### src/hdl/i2c_master_byte_engine_defines.svh
// Assertion macros shared by the files that check the byte engine.
// Every check samples on the rising edge of clk and is off during reset.
`ifndef I2C_MASTER_BYTE_ENGINE_DEFINES_SVH
`define I2C_MASTER_BYTE_ENGINE_DEFINES_SVH

// The condition must hold in the same cycle as the trigger.
`define I2CM_ASSERT_SAME(lbl, trig, cond, msg) \
    lbl: assert property (@(posedge clk) disable iff (!rst_n) (trig) |-> (cond)) \
        else $error(msg);

// The condition must hold in the cycle after the trigger.
`define I2CM_ASSERT_NEXT(lbl, trig, cond, msg) \
    lbl: assert property (@(posedge clk) disable iff (!rst_n) (trig) |=> (cond)) \
        else $error(msg);

`endif

### src/hdl/i2cm_pkg.sv
`timescale 1ns / 1ps

package i2cm_pkg;

    // Byte framing.
    localparam int BITS_PER_BYTE = 8;
    localparam int BIT_CNT_W     = 4;
    localparam logic [BIT_CNT_W-1:0] BIT_CNT_LAST = BIT_CNT_W'(BITS_PER_BYTE);

    // Queue between the front and the back.
    localparam int FIFO_DEPTH = 2;
    localparam int FIFO_PTR_W = $clog2(FIFO_DEPTH);
    localparam int FIFO_CNT_W = $clog2(FIFO_DEPTH + 1);

    // Input kind codes.
    localparam logic [2:0] KIND_TICK  = 3'd0;
    localparam logic [2:0] KIND_START = 3'd1;
    localparam logic [2:0] KIND_STOP  = 3'd2;
    localparam logic [2:0] KIND_WRITE = 3'd3;
    localparam logic [2:0] KIND_READ  = 3'd4;

    // Operation carried by a queued tick.
    typedef enum logic [2:0] {
        OP_NONE  = 3'd0,
        OP_START = 3'd1,
        OP_STOP  = 3'd2,
        OP_WRITE = 3'd3,
        OP_READ  = 3'd4
    } op_t;

    // Step within the running sequence.
    typedef enum logic [7:0] {
        PH_IDLE = 8'b0000_0001,
        PH_1    = 8'b0000_0010,
        PH_2    = 8'b0000_0100,
        PH_3    = 8'b0000_1000,
        PH_4    = 8'b0001_0000,
        PH_5    = 8'b0010_0000,
        PH_6    = 8'b0100_0000,
        PH_7    = 8'b1000_0000
    } phase_t;

    // One classified tick as it waits in the queue.
    typedef struct packed {
        op_t        op;
        logic [7:0] data;
        logic       last;
        logic       sda;
    } item_t;

    // One result of the sequencer.
    typedef struct packed {
        logic       scl;
        logic       sda;
        logic       busy;
        logic       done;
        logic       ack;
        logic [7:0] rbyte;
    } result_t;

endpackage

### src/hdl/i2cm_front.sv
`timescale 1ns / 1ps

module i2cm_front
(
    input  logic             [2:0] kind,
    input  logic             [7:0] data_byte,
    input  logic                   last_byte,
    input  logic                   sda_in,
    output i2cm_pkg::item_t        item
);

    // Map the raw kind to an operation; unknown codes become plain ticks.
    always_comb
    begin
        item.data = data_byte;
        item.last = last_byte;
        item.sda  = sda_in;
        unique case (kind)
            i2cm_pkg::KIND_START: item.op = i2cm_pkg::OP_START;
            i2cm_pkg::KIND_STOP:  item.op = i2cm_pkg::OP_STOP;
            i2cm_pkg::KIND_WRITE: item.op = i2cm_pkg::OP_WRITE;
            i2cm_pkg::KIND_READ:  item.op = i2cm_pkg::OP_READ;
            default:              item.op = i2cm_pkg::OP_NONE;
        endcase
    end

endmodule

### src/hdl/i2cm_fifo.sv
`timescale 1ns / 1ps

module i2cm_fifo
(
    input  logic                   clk,
    input  logic                   rst_n,
    input  logic                   push,
    input  i2cm_pkg::item_t        push_item,
    output logic                   full,
    input  logic                   pop,
    output logic                   not_empty,
    output i2cm_pkg::item_t        pop_item
);

    i2cm_pkg::item_t                    entry_reg [i2cm_pkg::FIFO_DEPTH];
    logic [i2cm_pkg::FIFO_PTR_W-1:0]    wr_ptr_reg;
    logic [i2cm_pkg::FIFO_PTR_W-1:0]    wr_ptr_next;
    logic [i2cm_pkg::FIFO_PTR_W-1:0]    rd_ptr_reg;
    logic [i2cm_pkg::FIFO_PTR_W-1:0]    rd_ptr_next;
    logic [i2cm_pkg::FIFO_CNT_W-1:0]    count_reg;
    logic [i2cm_pkg::FIFO_CNT_W-1:0]    count_next;
    logic                               do_push;
    logic                               do_pop;

    // Status flags.
    assign full      = (count_reg == i2cm_pkg::FIFO_CNT_W'(i2cm_pkg::FIFO_DEPTH));
    assign not_empty = (count_reg != '0);
    assign pop_item  = entry_reg[rd_ptr_reg];

    assign do_push = push && !full;
    assign do_pop  = pop && not_empty;

    // Pointer and occupancy update.
    always_comb
    begin
        wr_ptr_next = wr_ptr_reg;
        rd_ptr_next = rd_ptr_reg;
        count_next  = count_reg;
        if (do_push)
        begin
            wr_ptr_next = wr_ptr_reg + 1'b1;
        end
        if (do_pop)
        begin
            rd_ptr_next = rd_ptr_reg + 1'b1;
        end
        if (do_push && !do_pop)
        begin
            count_next = count_reg + 1'b1;
        end
        else if (!do_push && do_pop)
        begin
            count_next = count_reg - 1'b1;
        end
    end

    always_ff @(posedge clk or negedge rst_n)
    begin
        if (!rst_n)
        begin
            wr_ptr_reg <= '0;
            rd_ptr_reg <= '0;
            count_reg  <= '0;
        end
        else
        begin
            wr_ptr_reg <= wr_ptr_next;
            rd_ptr_reg <= rd_ptr_next;
            count_reg  <= count_next;
        end
    end

    // Entry storage.
    always_ff @(posedge clk)
    begin
        if (do_push)
        begin
            entry_reg[wr_ptr_reg] <= push_item;
        end
    end

endmodule

### src/hdl/i2cm_back.sv
`timescale 1ns / 1ps

module i2cm_back
(
    input  logic                   clk,
    input  logic                   rst_n,
    input  logic                   item_valid,
    input  i2cm_pkg::item_t        item,
    output logic                   item_pop,
    output logic                   res_valid,
    input  logic                   res_ready,
    output i2cm_pkg::result_t      res
);

    i2cm_pkg::phase_t                   phase_reg;
    i2cm_pkg::phase_t                   phase_next;
    i2cm_pkg::op_t                      op_reg;
    i2cm_pkg::op_t                      op_next;
    logic [i2cm_pkg::BIT_CNT_W-1:0]     bit_count_reg;
    logic [i2cm_pkg::BIT_CNT_W-1:0]     bit_count_next;
    logic [i2cm_pkg::BIT_CNT_W-1:0]     bit_inc;
    logic [7:0]                         shift_reg;
    logic [7:0]                         shift_next;
    logic                               nack_reg;
    logic                               nack_next;
    logic                               scl_reg;
    logic                               scl_next;
    logic                               sda_reg;
    logic                               sda_next;
    logic                               ack_reg;
    logic                               ack_next;
    logic                               busy;
    logic                               done;
    logic [7:0]                         rbyte;
    logic                               res_valid_reg;
    i2cm_pkg::result_t                  res_reg;

    // Take a tick whenever the result register is free or being drained.
    assign item_pop  = item_valid && (!res_valid_reg || res_ready);
    assign res_valid = res_valid_reg;
    assign res       = res_reg;
    assign bit_inc   = bit_count_reg + 1'b1;

    // One line action per tick.
    always_comb
    begin
        phase_next     = phase_reg;
        op_next        = op_reg;
        bit_count_next = bit_count_reg;
        shift_next     = shift_reg;
        nack_next      = nack_reg;
        scl_next       = scl_reg;
        sda_next       = sda_reg;
        ack_next       = ack_reg;
        busy           = 1'b0;
        done           = 1'b0;
        rbyte          = '0;

        if (phase_reg == i2cm_pkg::PH_IDLE)
        begin
            // A command starts here and drives SCL low at once.
            if (item.op != i2cm_pkg::OP_NONE)
            begin
                op_next    = item.op;
                scl_next   = 1'b0;
                phase_next = i2cm_pkg::PH_1;
                busy       = 1'b1;
                if (item.op == i2cm_pkg::OP_WRITE)
                begin
                    shift_next     = item.data;
                    bit_count_next = '0;
                end
                else if (item.op == i2cm_pkg::OP_READ)
                begin
                    shift_next     = '0;
                    bit_count_next = '0;
                    nack_next      = item.last;
                end
            end
        end
        else
        begin
            busy = 1'b1;
            unique case (op_reg)
                // Start and stop conditions.
                i2cm_pkg::OP_START, i2cm_pkg::OP_STOP:
                begin
                    unique case (phase_reg)
                        i2cm_pkg::PH_1:
                        begin
                            sda_next   = (op_reg == i2cm_pkg::OP_START);
                            phase_next = i2cm_pkg::PH_2;
                        end
                        i2cm_pkg::PH_2:
                        begin
                            scl_next   = 1'b1;
                            phase_next = i2cm_pkg::PH_3;
                        end
                        i2cm_pkg::PH_3:
                        begin
                            sda_next   = (op_reg == i2cm_pkg::OP_STOP);
                            done       = 1'b1;
                            phase_next = i2cm_pkg::PH_IDLE;
                            op_next    = i2cm_pkg::OP_NONE;
                        end
                        default:
                        begin
                            busy       = 1'b0;
                            phase_next = i2cm_pkg::PH_IDLE;
                            op_next    = i2cm_pkg::OP_NONE;
                        end
                    endcase
                end
                // Byte write, MSB first, then the acknowledge slot.
                i2cm_pkg::OP_WRITE:
                begin
                    unique case (phase_reg)
                        i2cm_pkg::PH_1:
                        begin
                            sda_next   = shift_reg[7];
                            phase_next = i2cm_pkg::PH_2;
                        end
                        i2cm_pkg::PH_2:
                        begin
                            scl_next   = 1'b1;
                            phase_next = i2cm_pkg::PH_3;
                        end
                        i2cm_pkg::PH_3:
                        begin
                            scl_next       = 1'b0;
                            shift_next     = {shift_reg[6:0], 1'b0};
                            bit_count_next = bit_inc;
                            phase_next     = (bit_inc >= i2cm_pkg::BIT_CNT_LAST) ?
                                             i2cm_pkg::PH_4 : i2cm_pkg::PH_1;
                        end
                        i2cm_pkg::PH_4:
                        begin
                            sda_next   = 1'b1;
                            phase_next = i2cm_pkg::PH_5;
                        end
                        i2cm_pkg::PH_5:
                        begin
                            scl_next   = 1'b1;
                            ack_next   = !item.sda;
                            phase_next = i2cm_pkg::PH_6;
                        end
                        i2cm_pkg::PH_6:
                        begin
                            scl_next   = 1'b0;
                            done       = 1'b1;
                            phase_next = i2cm_pkg::PH_IDLE;
                            op_next    = i2cm_pkg::OP_NONE;
                        end
                        default:
                        begin
                            busy       = 1'b0;
                            phase_next = i2cm_pkg::PH_IDLE;
                            op_next    = i2cm_pkg::OP_NONE;
                        end
                    endcase
                end
                // Byte read, MSB first, then ACK or NACK from the master.
                i2cm_pkg::OP_READ:
                begin
                    unique case (phase_reg)
                        i2cm_pkg::PH_1:
                        begin
                            sda_next   = 1'b1;
                            phase_next = i2cm_pkg::PH_2;
                        end
                        i2cm_pkg::PH_2:
                        begin
                            scl_next   = 1'b1;
                            shift_next = {shift_reg[6:0], item.sda};
                            phase_next = i2cm_pkg::PH_3;
                        end
                        i2cm_pkg::PH_3:
                        begin
                            scl_next       = 1'b0;
                            bit_count_next = bit_inc;
                            phase_next     = (bit_inc >= i2cm_pkg::BIT_CNT_LAST) ?
                                             i2cm_pkg::PH_4 : i2cm_pkg::PH_2;
                        end
                        i2cm_pkg::PH_4:
                        begin
                            sda_next   = nack_reg;
                            phase_next = i2cm_pkg::PH_5;
                        end
                        i2cm_pkg::PH_5:
                        begin
                            scl_next   = 1'b1;
                            phase_next = i2cm_pkg::PH_6;
                        end
                        i2cm_pkg::PH_6:
                        begin
                            scl_next = 1'b0;
                            if (nack_reg)
                            begin
                                done       = 1'b1;
                                rbyte      = shift_reg;
                                phase_next = i2cm_pkg::PH_IDLE;
                                op_next    = i2cm_pkg::OP_NONE;
                            end
                            else
                            begin
                                phase_next = i2cm_pkg::PH_7;
                            end
                        end
                        i2cm_pkg::PH_7:
                        begin
                            sda_next   = 1'b1;
                            done       = 1'b1;
                            rbyte      = shift_reg;
                            phase_next = i2cm_pkg::PH_IDLE;
                            op_next    = i2cm_pkg::OP_NONE;
                        end
                        default:
                        begin
                            busy       = 1'b0;
                            phase_next = i2cm_pkg::PH_IDLE;
                            op_next    = i2cm_pkg::OP_NONE;
                        end
                    endcase
                end
                default:
                begin
                    busy       = 1'b0;
                    phase_next = i2cm_pkg::PH_IDLE;
                    op_next    = i2cm_pkg::OP_NONE;
                end
            endcase
        end
    end

    // Sequencer state advances only on a taken tick.
    always_ff @(posedge clk or negedge rst_n)
    begin
        if (!rst_n)
        begin
            phase_reg     <= i2cm_pkg::PH_IDLE;
            op_reg        <= i2cm_pkg::OP_NONE;
            bit_count_reg <= '0;
            shift_reg     <= '0;
            nack_reg      <= 1'b0;
            scl_reg       <= 1'b1;
            sda_reg       <= 1'b1;
            ack_reg       <= 1'b0;
        end
        else if (item_pop)
        begin
            phase_reg     <= phase_next;
            op_reg        <= op_next;
            bit_count_reg <= bit_count_next;
            shift_reg     <= shift_next;
            nack_reg      <= nack_next;
            scl_reg       <= scl_next;
            sda_reg       <= sda_next;
            ack_reg       <= ack_next;
        end
    end

    // Result register valid flag.
    always_ff @(posedge clk or negedge rst_n)
    begin
        if (!rst_n)
        begin
            res_valid_reg <= 1'b0;
        end
        else if (item_pop)
        begin
            res_valid_reg <= 1'b1;
        end
        else if (res_ready)
        begin
            res_valid_reg <= 1'b0;
        end
    end

    // Result register payload.
    always_ff @(posedge clk)
    begin
        if (item_pop)
        begin
            res_reg.scl   <= scl_next;
            res_reg.sda   <= sda_next;
            res_reg.busy  <= busy;
            res_reg.done  <= done;
            res_reg.ack   <= ack_next;
            res_reg.rbyte <= rbyte;
        end
    end

endmodule

### src/hdl/i2c_master_byte_engine.sv
`timescale 1ns / 1ps
// Channel  | Handshake           | Payload
// ---------+---------------------+-------------------------------------------------
// input    | in_valid, in_ready  | kind, data_byte, last_byte, sda_in
// output   | out_valid, out_ready| scl_out, sda_out, busy_res, done_res,
//          |                     | ack_received, read_byte
//
// One tick is taken per clock while in_ready is high and each tick gives exactly one result.
// A tick lands in a two-entry queue; the sequencer takes it once the result register is free
// or being drained, and that same edge loads its result into the output register.
// The sequencer's result register sets the rate: it frees every cycle out_ready is high.
// Reset is asynchronous and active low; the engine comes up idle, SCL high, SDA released.
// A stalled output holds the sequencer; the queue then fills and in_ready drops.
`include "i2c_master_byte_engine_defines.svh"

module i2c_master_byte_engine
(
    input  logic       clk,
    input  logic       rst_n,
    input  logic       in_valid,
    output logic       in_ready,
    input  logic [2:0] kind,
    input  logic [7:0] data_byte,
    input  logic       last_byte,
    input  logic       sda_in,
    output logic       out_valid,
    input  logic       out_ready,
    output logic       scl_out,
    output logic       sda_out,
    output logic       busy_res,
    output logic       done_res,
    output logic       ack_received,
    output logic [7:0] read_byte
);

    i2cm_pkg::item_t   front_item;
    i2cm_pkg::item_t   queue_item;
    i2cm_pkg::result_t result;
    logic              queue_full;
    logic              queue_valid;
    logic              queue_pop;

    // Classify incoming ticks.
    i2cm_front u_front
    (
        .kind      (kind),
        .data_byte (data_byte),
        .last_byte (last_byte),
        .sda_in    (sda_in),
        .item      (front_item)
    );

    // Decoupling queue.
    i2cm_fifo u_fifo
    (
        .clk       (clk),
        .rst_n     (rst_n),
        .push      (in_valid),
        .push_item (front_item),
        .full      (queue_full),
        .pop       (queue_pop),
        .not_empty (queue_valid),
        .pop_item  (queue_item)
    );

    assign in_ready = !queue_full;

    // Bus sequencer and result register.
    i2cm_back u_back
    (
        .clk        (clk),
        .rst_n      (rst_n),
        .item_valid (queue_valid),
        .item       (queue_item),
        .item_pop   (queue_pop),
        .res_valid  (out_valid),
        .res_ready  (out_ready),
        .res        (result)
    );

    assign scl_out      = result.scl;
    assign sda_out      = result.sda;
    assign busy_res     = result.busy;
    assign done_res     = result.done;
    assign ack_received = result.ack;
    assign read_byte    = result.rbyte;

    // A finishing tick is always part of a running sequence.
    `I2CM_ASSERT_SAME(a_done_busy, out_valid && done_res, busy_res, "done without busy")
    // The received byte shows only on the finishing tick.
    `I2CM_ASSERT_SAME(a_rbyte_done, out_valid && !done_res, read_byte == 8'd0,
        "read byte outside done")
    // A queued tick with a free result register yields a result next cycle.
    `I2CM_ASSERT_NEXT(a_queue_drain, queue_valid && (!out_valid || out_ready), out_valid,
        "queued tick not taken")

endmodule

### config.mk
export PLATFORM = sky130hd
export DESIGN_NAME = i2c_master_byte_engine
export DESIGN_NICKNAME = d
export VERILOG_FILES = /design/src/hdl/i2cm_pkg.sv /design/src/hdl/i2cm_front.sv /design/src/hdl/i2cm_fifo.sv /design/src/hdl/i2cm_back.sv /design/src/hdl/i2c_master_byte_engine.sv
export VERILOG_INCLUDE_DIRS = /design/src /design/src/hdl
export SDC_FILE = /design/constraint.sdc
export NUM_CORES = 1
export LEC_CHECK = 0
export BUFFER_PORTS_ARGS = -buffer_cell sky130_fd_sc_hd__buf_2
export CAP_MARGIN = 30
export CORE_AREA = 2 2 84 86
export DETAILED_ROUTE_END_ITERATION = 16
export DIE_AREA = 0 0 86 88
export PLACE_DENSITY = 0.83
export SETUP_SLACK_MARGIN = 0.15
export SLEW_MARGIN = 20
export SYNTH_ARGS = -nofsm -noshare
export SYNTH_HDL_FRONTEND = slang
export SYNTH_HIERARCHICAL = 1
export SYNTH_SLANG_ARGS = --single-unit
### constraint.sdc
create_clock -name clk -period 3.52 [get_ports clk]
set_input_delay 0.528 -clock clk [delete_from_list [all_inputs] [get_ports clk]]
set_output_delay 0.528 -clock clk [all_outputs]
set_load 0.01 [all_outputs]
After elaboration in Yosys (flattened, before gate mapping)
Memory sizes are Yosys's and may differ from the RTL's.
Index checks and enable logic that the tools add are counted.

word-level totals
  memories = 1
  logic and storage cells = 150
  latch bits = 0
  bits of input ports = 17
  output and inout bits = 15
  bits in writable memories = 26
  bits in registers = 45
  memory bits (read-only) = 0

memories
  name              depth  bits a word  rd ports  clocked after memory_dff  wr ports  line             RTL
  u_fifo.entry_reg  2      13           1         0                         1         i2cm_fifo.sv:15  i2cm_pkg::item_t entry_reg [i2cm_pkg::FIFO_DEPTH];

operators by class
  equal/unequal tests = 27
  order comparisons = 1
  div/mod/pow operators = 0
  add/subtract/negate cells = 5
  bitwise operators = 2
  $mul = 0
  shift operators = 0
  muxes and demuxes = 62
  reduce and logical (&&, ||, !) cells = 34

operators with widths
  kind                                                              count
  8-bit two-way mux                                                 10
  8-bit case mux with 6 select lines                                1
  8-bit case mux with 5 select lines                                1
  8-bit case mux with 2 select lines                                2
  4-bit two-way mux                                                 6
  8-bit case mux with 3 select lines                                1
  1-bit two-way mux                                                 19
  3-bit by 2-bit == test with 1-bit output (second input constant)  5
  3-bit two-way mux                                                 5
  2-bit OR reduction                                                7
  3-bit by 2-bit != test with 1-bit output (second input constant)  4
  1-bit case mux with 2 select lines                                6
  3-bit case mux with 4 select lines                                1
  6-bit AND reduction                                               2
  5-bit two-way mux                                                 2
  5-bit AND reduction                                               2
  2-bit nonzero test                                                5
  3-bit == test (second input constant)                             3
  1-bit case mux with 3 select lines                                3
  3-bit case mux with 3 select lines                                1
  8-bit by 1-bit == test with 1-bit output (second input constant)  1
  8-bit by 2-bit == test with 1-bit output (second input constant)  1
  8-bit by 3-bit == test with 1-bit output (second input constant)  1
  8-bit by 4-bit == test with 1-bit output (second input constant)  1
  other kinds (28)                                                  41

Logic depth before layout (Yosys ltp)
Gate-level depths: netlist of run 1.

  depth in word-level cells = 7
  depth in mapped cells = 9
  gate-level depth less buffers = 8

By module
The synthesis of run 1 kept the hierarchy.

by module, submodules not included
  module                  cells each  area an instance (um^2)  seq. area each (um^2)  instances
  i2cm_back               247         2,337.2                  1,094.8                1
  i2cm_fifo               59          1,141.1                  880.8                  1
  i2cm_front              13          105.1                    0.0                    1
  i2c_master_byte_engine  1           3.8                      0.0                    1

Least setup slack after synthesis of run 1
Ideal clock, no wire load.

  path kind = register to register
  start = register u_fifo.rd_ptr_reg
  end = register u_back/bit_count_reg[2] in the netlist's numbering
  cell stages (with the launch flop) = 8
  period minus slack after synthesis = 2,476 ps
  arrival time = 2,390 ps
  slack = 1,044 ps
  path through = dfrtp_1 -> buf_6 -> mux2_2 -> or3b_2 -> a211oi_4 -> a31oi_2 -> or4_1 -> a32oi_1

RTL lines
  item                    line              RTL
  from (decl)             i2cm_fifo.sv:18   logic [i2cm_pkg::FIFO_PTR_W-1:0] rd_ptr_reg;
  from (signal assigned)  i2cm_fifo.sv:68   rd_ptr_reg <= rd_ptr_next;
  to (signal assigned)    i2cm_back.sv:253  bit_count_reg <= bit_count_next;
  to (decl)               i2cm_back.sv:19   logic [i2cm_pkg::BIT_CNT_W-1:0] bit_count_reg;

==> results of run 1 <==
[worst paths after layout]
kind	start	end	slack, ns	cells past startpoint
min in group clk	data_byte[5]	u_fifo/entry_reg[0][7]	0.36	1
worst max register to register	u_fifo/rd_ptr_reg	u_back/bit_count_reg[2]	0.67	6
worst min-delay path	rst_n	u_back/shift_reg[1]	0.23	1
max in group asynchronous	rst_n	u_back/phase_reg[5]	2.83	1
worst max-delay path	u_fifo/rd_ptr_reg	u_back/bit_count_reg[2]	0.67	6
worst min register to register	u_back/scl_reg	u_back/scl_reg	0.49	2
[layout make-up]
type | count | share of cell area
Clock buffer | 9 | 0.0313
Sequential cell | 71 | 0.500
Timing Repair Buffer | 35 | 0.0469
Multi-Input combinational cell | 217 | 0.362
Clock inverter | 7 | 0.0253
Inverter | 10 | 0.00950
Tap cell | 80 | 0.0253
[through the flow]
stage / cells / hold slack (ns) / setup WS [ns] / utilization
after detailed placement: 413 / 0.478 / 0.704 / 0.561
after global placement: 412 / 0.474 / 0.789 / 0.560
final: 429 / 0.234 / 0.669 / 0.595
after global routing: 429 / 0.279 / 0.537 / 0.595
after floorplan: 320 / 0.232 / 1.04 / -
after CTS: 429 / 0.247 / 0.660 / 0.595
[layer usage]
| metal | routed length, µm | track usage | vias to the layer above |
|---|---|---|---|
| met4 | 180 | 0.104 | 0 |
| met5 | 0 | 0 | - |
| met1 | 3020 | 0.244 | 1208 |
| li1 | - | - | 1202 |
| met3 | 415 | 0.0518 | 22 |
| met2 | 3220 | 0.324 | 104 |
[kinds of logic (layout without fill, tap and decap cells)]
kind of cell	after synthesis	count (layout)
simple gates	134	134
flops	71	71
compound gates	46	46
buf+inv	32	61
mux	25	25
xor+xnor	10	10
fa+ha+maj	2	2
[cells in the mapped netlist, drive strengths merged, types with 2 or more instances]
| cell type | n |
|---|---|
| mux2i | 3 |
| nor2 | 19 |
| nand2b | 4 |
| inv | 10 |
| or3b | 2 |
| nor4 | 4 |
| a22o | 2 |
| or3 | 2 |
| mux2 | 22 |
| nor3b | 2 |
| buf | 15 |
| a21oi | 5 |
| nand4b | 2 |
| nand4 | 3 |
| or4 | 5 |
| and2 | 8 |
| clkbuf | 7 |
| nand3 | 17 |
| or2 | 2 |
| o21ai | 16 |
| dfstp | 3 |
| xnor2 | 8 |
| a31oi | 4 |
| and2b | 2 |
| or4b | 2 |
| nor3 | 5 |
| nand2 | 44 |
| and3 | 3 |
| edfxtp | 39 |
| nand3b | 2 |
| o31ai | 6 |
| a211oi | 2 |
| xor2 | 2 |
| dfrtp | 29 |
| ha | 2 |
| nor2b | 5 |
[report_power, final]
| part | internal [mW] | switching (mW) | total, mW | leakage [nW] |
|---|---|---|---|---|
| Clock | 0.407 | 0.322 | 0.729 | 0.115 |
| Combinational | 0.467 | 0.714 | 1.18 | 0.745 |
| Sequential | 1.17 | 0.176 | 1.35 | 0.789 |
| Total | 2.04 | 1.21 | 3.26 | 1.65 |
==> results.txt, run 1 <==
status: finished, final reports clean
Mapped Cells: 320
Post-Synth XOR/XNOR Area: 0.0244
Starting Density: 0.540
die area: 0.00757 mm²
post-synthesis sequential area ratio: 0.551
critical path required time: 3.78 ns
post-route ant nets: 0
H-tree levels: 3
Cell Rows: 30
First-pass DRT Iterations: 5
drt drc: 0
share of cells above drive strength 1: 0.249
die height: 88 µm
Synth Area in Simple Gates: 0.196
clk buf depth: 2
Slew Limit Fails: 0
latest clock arrival within the worst-skew pair: 0.35 ns
adder-cell share of the synthesized area: 0.00698
placer's final routability congestion estimate: 0.931
I/O pin total: 32
Hold Crit Class: primary input to async pin
I/O Buffers: 31
Setup Fix Bufs, Post-CTS: 0
Final Hold Violating Endpoints: 0
vias: 2,536
cells along the critical path: mux2_2 > or3b_2 > a211oi_4 > a31oi_2 > or4_1 > a32oi_1
FMAX: 0.351 GHz
CP endpoint kind: register
PD cells: 824 mW/mm²
yosys warns: 6
Primary FF master, synth: edfxtp_1
CTS Sinks: 71
Final period util: 0.810
initial drt markers: 202
number of fill cells: 550
Final Skew: 0.0106 ns
initial antenna violation count: 0
first-pass GRT wire length: 11,400 µm
TNS Setup: 0 ns
crit-path max FO: 14
clock transition at the registers of the reported paths: 0.08 ns
die width: 86 µm
Vias/cell: 5.91
Reg area: 0.00198 mm²
clk root buf: clkbuf_8
Crit path max-delay family: simple AND/OR/NAND/NOR gates
Synth cell types: 60
number of buffers created by CTS: 9
VDD IR-drop max: 0.416 mV
commonest non-fill, non-tap cells in the layout: nand2_1 (43), edfxtp_1 (39), buf_2 (31)
# resized after CTS: 0
largest family of logic cells by synthesized area: simple AND/OR/NAND/NOR gates
dominant cell type by area after synthesis: edfxtp_1
share of the synthesized area in the top cell type: 0.326
Crit path largest cell delay: 0.71 ns
Worst path slowest cell: dfrtp_1
Pwr Total: 3.26 mW
dpl cell area: 0.00373 mm²
Layout Nets: 363
RSZ-0062 raised after global routing: false
area grow syn2layout: 10.2%
EDFF count, synth: 39
CTS tree: yes
CTS hold repair buffers: 0
gr ovfl total: 0
CP Launch Type: register
Post-Syn Area per Cell: 11.2 µm²
final setup vio count: 0
Slew headroom: 0.434
Tot GR Track Use: 0.198
most common cell after layout, fill and taps aside: nand2_1
area of the multi-input gates: 0.00143 mm²
max FFs per register: 26
mux cell area share after synthesis: 0.0774
WL per Instance: 15.9 µm
worst path buffer plus inverter count: 0
Post-synth ARST share: 0.451
Synth Net Count: 339
final std cell area, no fill: 0.00395 mm²
vias in the first global route: 2,480
pin count of the biggest net entering global routing: 33
post-synthesis compound-gate area fraction: 0.0935
Tmin final: 2.85 ns
final WL: 6840 µm
WP data arrival: 3.12 ns
Leak: 1.65 nW
Setup Crit Path Kind: register to register
maxcap violations: 0
leading post-synthesis cells by cell area: edfxtp_1 (33%), dfrtp_1 (20%), mux2_2 (6.3%)
diode count: 0
post-synthesis cell area: 0.00359 mm²
Worst-Margin Slew: 0.850 ns
FF+latch count, synth: 71
core area: 0.00664 mm²
DP HPWL: 4900 µm
Power figures use the tool's default switching activity.
==> run 2, diff against run 1 <==
ABC_AREA = 1   (was unset)
CORE_AREA = 2 2 86 88   (was 2 2 84 86)
DIE_AREA = 0 0 88 90   (was 0 0 86 88)
PLACE_DENSITY = 0.85   (was 0.83)
clock period = 2.33 ns   (was 3.52 ns; I/O delays follow)
==> run 2 against run 1 <==
Net effect:
- combinational power rose by 70%
- total power rose by 47%
- count of clock-buffer cells in the layout is the same
- sequential share of layout area fell by 1.4 points
- synthesized area increased by 3.5%
- largest power group is now combinational logic
- highest routed layer unchanged
==> results.txt, run 2 <==
Slew headroom: 0.496 (+0.0626)
latest clock arrival within the worst-skew pair: 0.35 ns (about the same)
Final period util: 0.832 (+0.0218)
Starting Density: 0.529 (-0.0113)
core area: 0.00702 mm² (+5.7%)
max FFs per register: 26 (unchanged)
die area: 0.00792 mm² (+4.7%)
die width: 88 µm (+2.3%)
Setup Crit Path Kind: register to register
PD cells: 1180 mW/mm² (+43%)
Crit path largest cell delay: 0.41 ns (-0.30 ns)
die height: 90 µm (+2.3%)
Mapped Cells: 432 (+35%)
maxcap violations: 0 (unchanged)
EDFF count, synth: 39 (unchanged)
net switching power: 2.06 mW (+70%)
Tmin final: 1.94 ns (-0.913 ns)
most common cell after layout, fill and taps aside: nand2_1
sw frac: 0.429 (+0.0566)
RSZ-0062 raised after global routing: false
share of cells above drive strength 1: 0.184 (-0.0655)
Layout Nets: 482 (+33%)
Tot GR Track Use: 0.212 (+0.0137)
area grow syn2layout: 9.54%
Comb pwr share: 0.419 (+0.056)
Slew Limit Fails: 0 (unchanged)
Pint: 2.74 mW (+34%)
initial antenna violation count: 0 (unchanged)
clk root buf: clkbuf_8
crit-path max FO: 22 (+8)
I/O Buffers: 31 (unchanged)
sequential power share: 0.399 (-0.014)
met1 Track Usage GR: 0.276 (+0.0327)
Worst path slowest cell: dfrtp_1
top-count cell post-synth: nand2_1
pin count of the biggest net entering global routing: 33 (unchanged)
WL per Instance: 13.1 µm (-18%)
final setup vio count: 0 (unchanged)
dominant cell type by area after synthesis: edfxtp_1
Worst-Margin Slew: 0.756 ns (-0.0940 ns)
CTS Sinks: 71 (unchanged)
post-synthesis sequential area ratio: 0.532 (-0.0184)
vias: 2,899 (+14%)
Cell Rows: 31 (+3.3%)
gr ovfl total: 0 (unchanged)
CTS tree: yes
Final Hold Violating Endpoints: 0 (unchanged)
drt drc: 0 (unchanged)
H-tree levels: 3 (unchanged)
FMAX: 0.516 GHz (+47%)
share of the synthesized area in the top cell type: 0.316 (-0.0109)
First-pass DRT Iterations: 7 (+2)
status: finished, final reports clean
met2 usage: 0.338 (+0.0142)
vias in the first global route: 2,834 (+14%)
Leak: 1.92 nW (+16%)
Final Skew: 0.00610 ns (-0.00445 ns)
Post-Syn Area per Cell: 8.59 µm² (-23%)
diode count: 0 (unchanged)
post-synthesis cell area: 0.00371 mm² (+3.5%)
cells along the critical path: nor2_1 > nand3_2 > nor2_8 > buf_4 > nand2_4 > nand2_4 > inv_2 > nand2_4 > nand2_1 > nand2_1
most used cell along the critical path: nand2_4
critical path required time: 2.62 ns (-1.16 ns)
TNS Setup: 0 ns (unchanged)
clock transition at the registers of the reported paths: 0.08 ns (about the same)
Synth Net Count: 451 (+33%)
Primary FF master, synth: edfxtp_1
WP data arrival: 2.23 ns (-0.89 ns)
initial drt markers: 269 (+33%)
commonest non-fill, non-tap cells in the layout: nand2_1 (149), nor2_1 (41), nand3_1 (40)
Post-synth ARST share: 0.451 (unchanged)
Synth cell types: 33 (-45%)
met3 usage: 0.0404 (-0.0114)
CP Launch Type: register
leading post-synthesis cells by cell area: edfxtp_1 (32%), dfrtp_1 (20%), nand2_1 (15%)
final WL: 7440 µm (+8.7%)
post-route ant nets: 0 (unchanged)
yosys warns: 6 (unchanged)
Vias/cell: 5.11 (-14%)
FF+latch count, synth: 71 (unchanged)
I/O pin total: 32 (unchanged)
gr busiest metal: met2
synth cell count leaders: nand2_1 (149), nor2_1 (41), nand3_1 (40)
number of buffers created by CTS: 9 (unchanged)
first-pass GRT wire length: 13,100 µm (+14%)
clk buf depth: 2 (unchanged)
Setup Fix Bufs, Post-CTS: 0 (unchanged)
VDD IR-drop max: 0.577 mV (+39%)
final design utilization: 0.579 (-0.0157)
Hold Crit Class: primary input to async pin
DP HPWL: 5410 µm (+11%)
CP endpoint kind: register
CTS hold repair buffers: 0 (unchanged)
Clk pwr share: 0.181 (-0.043)
# resized after CTS: 0 (unchanged)
placer's final routability congestion estimate: 1.00 (+7.6%)
==> run 2: critical path: cells and delay by family (launching register included) <==
| family | cells | cell delay, ns |
|---|---|---|
| buffers and inverters | 2 | 0.43 |
| and+or+nand+nor | 8 | 1.04 |
| DFF | 1 | 0.41 |
==> run 2: path summary, 6_finish.rpt <==
kind | endpoint | depth (start not counted) | slack [ns] | from
setup / recovery | u_back/shift_reg[4] | 10 | 0.39 | u_back/phase_reg[2]
min in group clk | u_fifo/entry_reg[1][1] | 1 | 0.18 | last_byte
setup reg to reg | u_back/shift_reg[4] | 10 | 0.39 | u_back/phase_reg[2]
hold reg to reg | u_back/shift_reg[0] | 2 | 0.48 | u_back/shift_reg[0]
max in group asynchronous | u_back/shift_reg[2] | 1 | 1.78 | rst_n
hold / removal | u_back/ack_reg | 1 | 0.07 | rst_n
==> run 2: final cells by class <==
type | instances | area (µm²)
multi-input combinational | 298 | 1420
timing repair buffer | 37 | 200
clock buffer | 9 | 124
tap | 99 | 124
clock inverter | 7 | 48.8
sequential | 71 | 1980
fill | 651 | 2960
inverter | 46 | 173
==> run 2: power groups by stage <==
| stage | registers (mW) | logic (mW) | clock network (mW) |
|---|---|---|---|
| final | 1.92 | 2.01 | 0.871 |
| after global routing | 1.96 | 2.29 | 0.936 |
| after detailed placement | 1.94 | 2.00 | 0 |
| after CTS | 1.92 | 2.01 | 0.889 |
| after floorplan | 1.97 | 1.52 | 0 |
| after global placement | 1.93 | 1.94 | 0 |
==> run 2: metal layers <==
| layer | vias up | part of all wire |
|---|---|---|
| li1 | 1445 | - |
| met1 | 1355 | 0.44 |
| met2 | 85 | 0.49 |
| met3 | 14 | 0.045 |
| met4 | 0 | 0.027 |
| met5 | - | 0 |
==> run 2: logic make-up (layout without fill, tap and decap cells) <==
group,after synthesis,after routing,synth area share
fa+ha+maj,2,2,0.00674
xor+xnor,3,3,0.00708
flops,71,71,0.532
buf+inv,63,99,0.0850
simple gates,260,260,0.317
compound gates,32,32,0.0489
mux,1,1,0.00270
==> run 2: metrics by stage <==
step	area, µm²	total power [mW]	hold WS, ns	instances	worst slack [ns]
2_1_floorplan	3710	3.49	0.0539	432	0.462
3_3_place_gp	3890	3.87	0.449	551	0.494
3_5_place_dp	3890	3.94	0.459	551	0.425
4_1_cts	4070	4.82	0.0790	567	0.413
5_1_grt	4070	5.18	0.130	567	0.233
6_report	4070	4.80	0.0672	567	0.392
==> run 3, diff against run 2 <==
clock period = 1.75 ns   (was 2.33 ns; I/O delays follow)
==> run 3 against run 2 <==
Net effect:
- the flow now finishes with violations (negative setup slack)
- largest power group unchanged
- critical path depth increased by 2
- total power up 67%
- critical endpoint is now u_back/phase_reg[0]
- count of clock-buffer cells in the layout is the same
- sequential cell count unchanged
- largest cell class unchanged
- sequential power rose by 35%
- routed wire length grew 18%
- cell count up 8.5%
- fmax is 10% higher
- final area increased by 20%
- critical path type unchanged
- non-clock buffer count up 47
==> results.txt, run 3 (synthesized netlist as in run 2, its figures left out) <==
First-pass DRT Iterations: 5 (-2)
CP endpoint kind: register
Leak: 2.21 nW (+15%)
most used cell along the critical path: nand2_1
CTS tree: yes
pin count of the biggest net entering global routing: 23 (-30%)
Final period util: 1.01 (+0.175)
diode count: 0 (unchanged)
Crit path largest cell delay: 0.42 ns (about the same)
PD cells: 1650 mW/mm² (+39%)
Crit path max-delay family: simple AND/OR/NAND/NOR gates
initial drt markers: 294 (+9.3%)
RSZ-0062 raised after global routing: true
die width: 88 µm (unchanged)
Tmin final: 1.76 ns (-0.176 ns)
number of buffers created by CTS: 9 (unchanged)
Setup Crit Path Kind: register to register
critical path required time: 2.05 ns (-0.57 ns)
status: finished, violations left
crit-path max FO: 5 (-77%)
dpl cells: 569 (+3.3%)
vias in the first global route: 3,044 (+7.4%)
post-route ant nets: 0 (unchanged)
DP Worst Slack: -0.0981 ns (-0.523 ns)
WP data arrival: 2.06 ns (-0.17 ns)
die height: 90 µm (unchanged)
Final Hold Violating Endpoints: 0 (unchanged)
maxcap violations: 0 (unchanged)
Final Non-Filler Cells: 615 (+8.5%)
placer's final routability congestion estimate: 1.02 (+2.2%)
max FFs per register: 26 (unchanged)
clk root buf: clkbuf_8
Cell Rows: 31 (unchanged)
final setup vio count: 1 (+1)
Layout Nets: 530 (+10%)
I/O pin total: 32 (unchanged)
violations in the final reports: negative setup slack
DP HPWL: 5770 µm (+6.6%)
share of cells above drive strength 1: 0.390 (+0.206)
clk buf depth: 2 (unchanged)
drt drc: 0 (unchanged)
gr ovfl total: 0 (unchanged)
worst path buffer plus inverter count: 3 (+1)
Slew Limit Fails: 0 (unchanged)
cells along the critical path: nor2_4 > nand2_4 > buf_4 > nor2_4 > o21ai_4 > buf_4 > nand2_1 > nand2_1 > inv_1 > nand2_1 > nand2_1 > nand2_1
final WL: 8770 µm (+18%)
initial antenna violation count: 0 (unchanged)
Final WS setup: -0.0117 ns (-0.404 ns)
die area: 0.00792 mm² (unchanged)
VDD IR-drop max: 0.945 mV (+64%)
area grow syn2layout: 31.4%
CTS Sinks: 71 (unchanged)
Worst path slowest cell: dfrtp_1
Vias/cell: 5.27 (+3.1%)
Starting Density: 0.529 (unchanged)
core area: 0.00702 mm² (unchanged)
most common cell after layout, fill and taps aside: nand2_1
Worst-Margin Slew: 0.623 ns (-0.133 ns)
FMAX: 0.568 GHz (+10%)
Slew headroom: 0.584 (+0.0882)
Tot GR Track Use: 0.224 (+0.0117)
commonest non-fill, non-tap cells in the layout: nand2_1 (128), buf_4 (45), edfxtp_1 (39)
clock transition at the registers of the reported paths: 0.08 ns (about the same)
Final Skew: 0.00716 ns (+0.00106 ns)
first-pass GRT wire length: 13,800 µm (+6.0%)
vias: 3,242 (+12%)
latest clock arrival within the worst-skew pair: 0.35 ns (about the same)
H-tree levels: 3 (unchanged)
CP Launch Type: register
WL per Instance: 14.3 µm (+8.7%)
Hold Crit Class: primary input to register
I/O Buffers: 31 (unchanged)
## run 3: changes by cell type in the layout (fill, tap and decap cells not counted), sizes merged
| cell | delta |
|---|---|
| buf | +46 |
| clkinv | -4 |
| clkinvlp | +2 |
| inv | +2 |
| dlygate4sd3 | +1 |
| nand2 | +1 |
## run 3: power by group
group | switching (mW) | leakage (nW) | internal, mW
clock | 0.689 | 0.0863 | 0.542
sequential | 0.274 | 0.788 | 2.33
combinational | 2.54 | 1.33 | 1.65
## run 3: cell type report
type | instances | area, µm²
fillers | 510 | 2140
flip-flops and latches | 71 | 1980
inverters | 46 | 196
multi-input cells | 299 | 1770
clock buffers | 9 | 124
repair buffers | 84 | 617
well taps | 99 | 124
clock inverters | 7 | 62.6
## run 3: final timing paths
| kind | cells past startpoint | slack, ns | to | startpoint |
|---|---|---|---|---|
| worst max-delay path | 12 | -0.01 | u_back/phase_reg[0] | u_back/phase_reg[4] |
| worst min register to register | 2 | 0.48 | u_back/shift_reg[4] | u_back/shift_reg[4] |
| worst max register to register | 12 | -0.01 | u_back/phase_reg[0] | u_back/phase_reg[4] |
| max in group asynchronous | 3 | 0.85 | u_back/sda_reg | rst_n |
| min in group asynchronous | 2 | 0.38 | u_back/phase_reg[6] | rst_n |
| worst min-delay path | 1 | 0.09 | u_fifo/entry_reg[0][6] | data_byte[4] |
## run 3: what timing repair did
action / CTS / global route
gates resized for setup: 33 / 67
endpoints found under the hold margin: 15 / 0
pin swaps: 15 / 17
gates cloned: 1 / 0
hold buffers: 1 / 0
setup endpoints to repair: 52 / 42
buffers inserted: 9 / 19
## run 3: metal layers
| layer | up-vias | part of all wire | wire length, µm | global-route usage |
|---|---|---|---|---|
| li1 | 1552 | - | - | - |
| met1 | 1517 | 0.39 | 3440 | 0.286 |
| met2 | 142 | 0.52 | 4520 | 0.375 |
| met4 | 0 | 0.020 | 179 | 0.0628 |
| met5 | - | 0 | 0 | 0 |
| met3 | 31 | 0.072 | 632 | 0.0551 |
## run 3: metrics by stage
| stage | total power, mW | setup TNS [ns] | hold slack (ns) | cell area, µm² | utilization |
|---|---|---|---|---|---|
| after floorplan | 4.75 | 0 | -0.0331 | 3750 | - |
| after global placement | 5.65 | -0.815 | 0.232 | 4090 | 0.583 |
| after detailed placement | 5.74 | -0.742 | 0.239 | 4090 | 0.583 |
| after CTS | 7.24 | 0 | 0.0776 | 4490 | 0.639 |
| after global routing | 8.53 | -0.108 | 0.0809 | 4880 | 0.695 |
| final | 8.03 | -0.0117 | 0.0908 | 4880 | 0.695 |
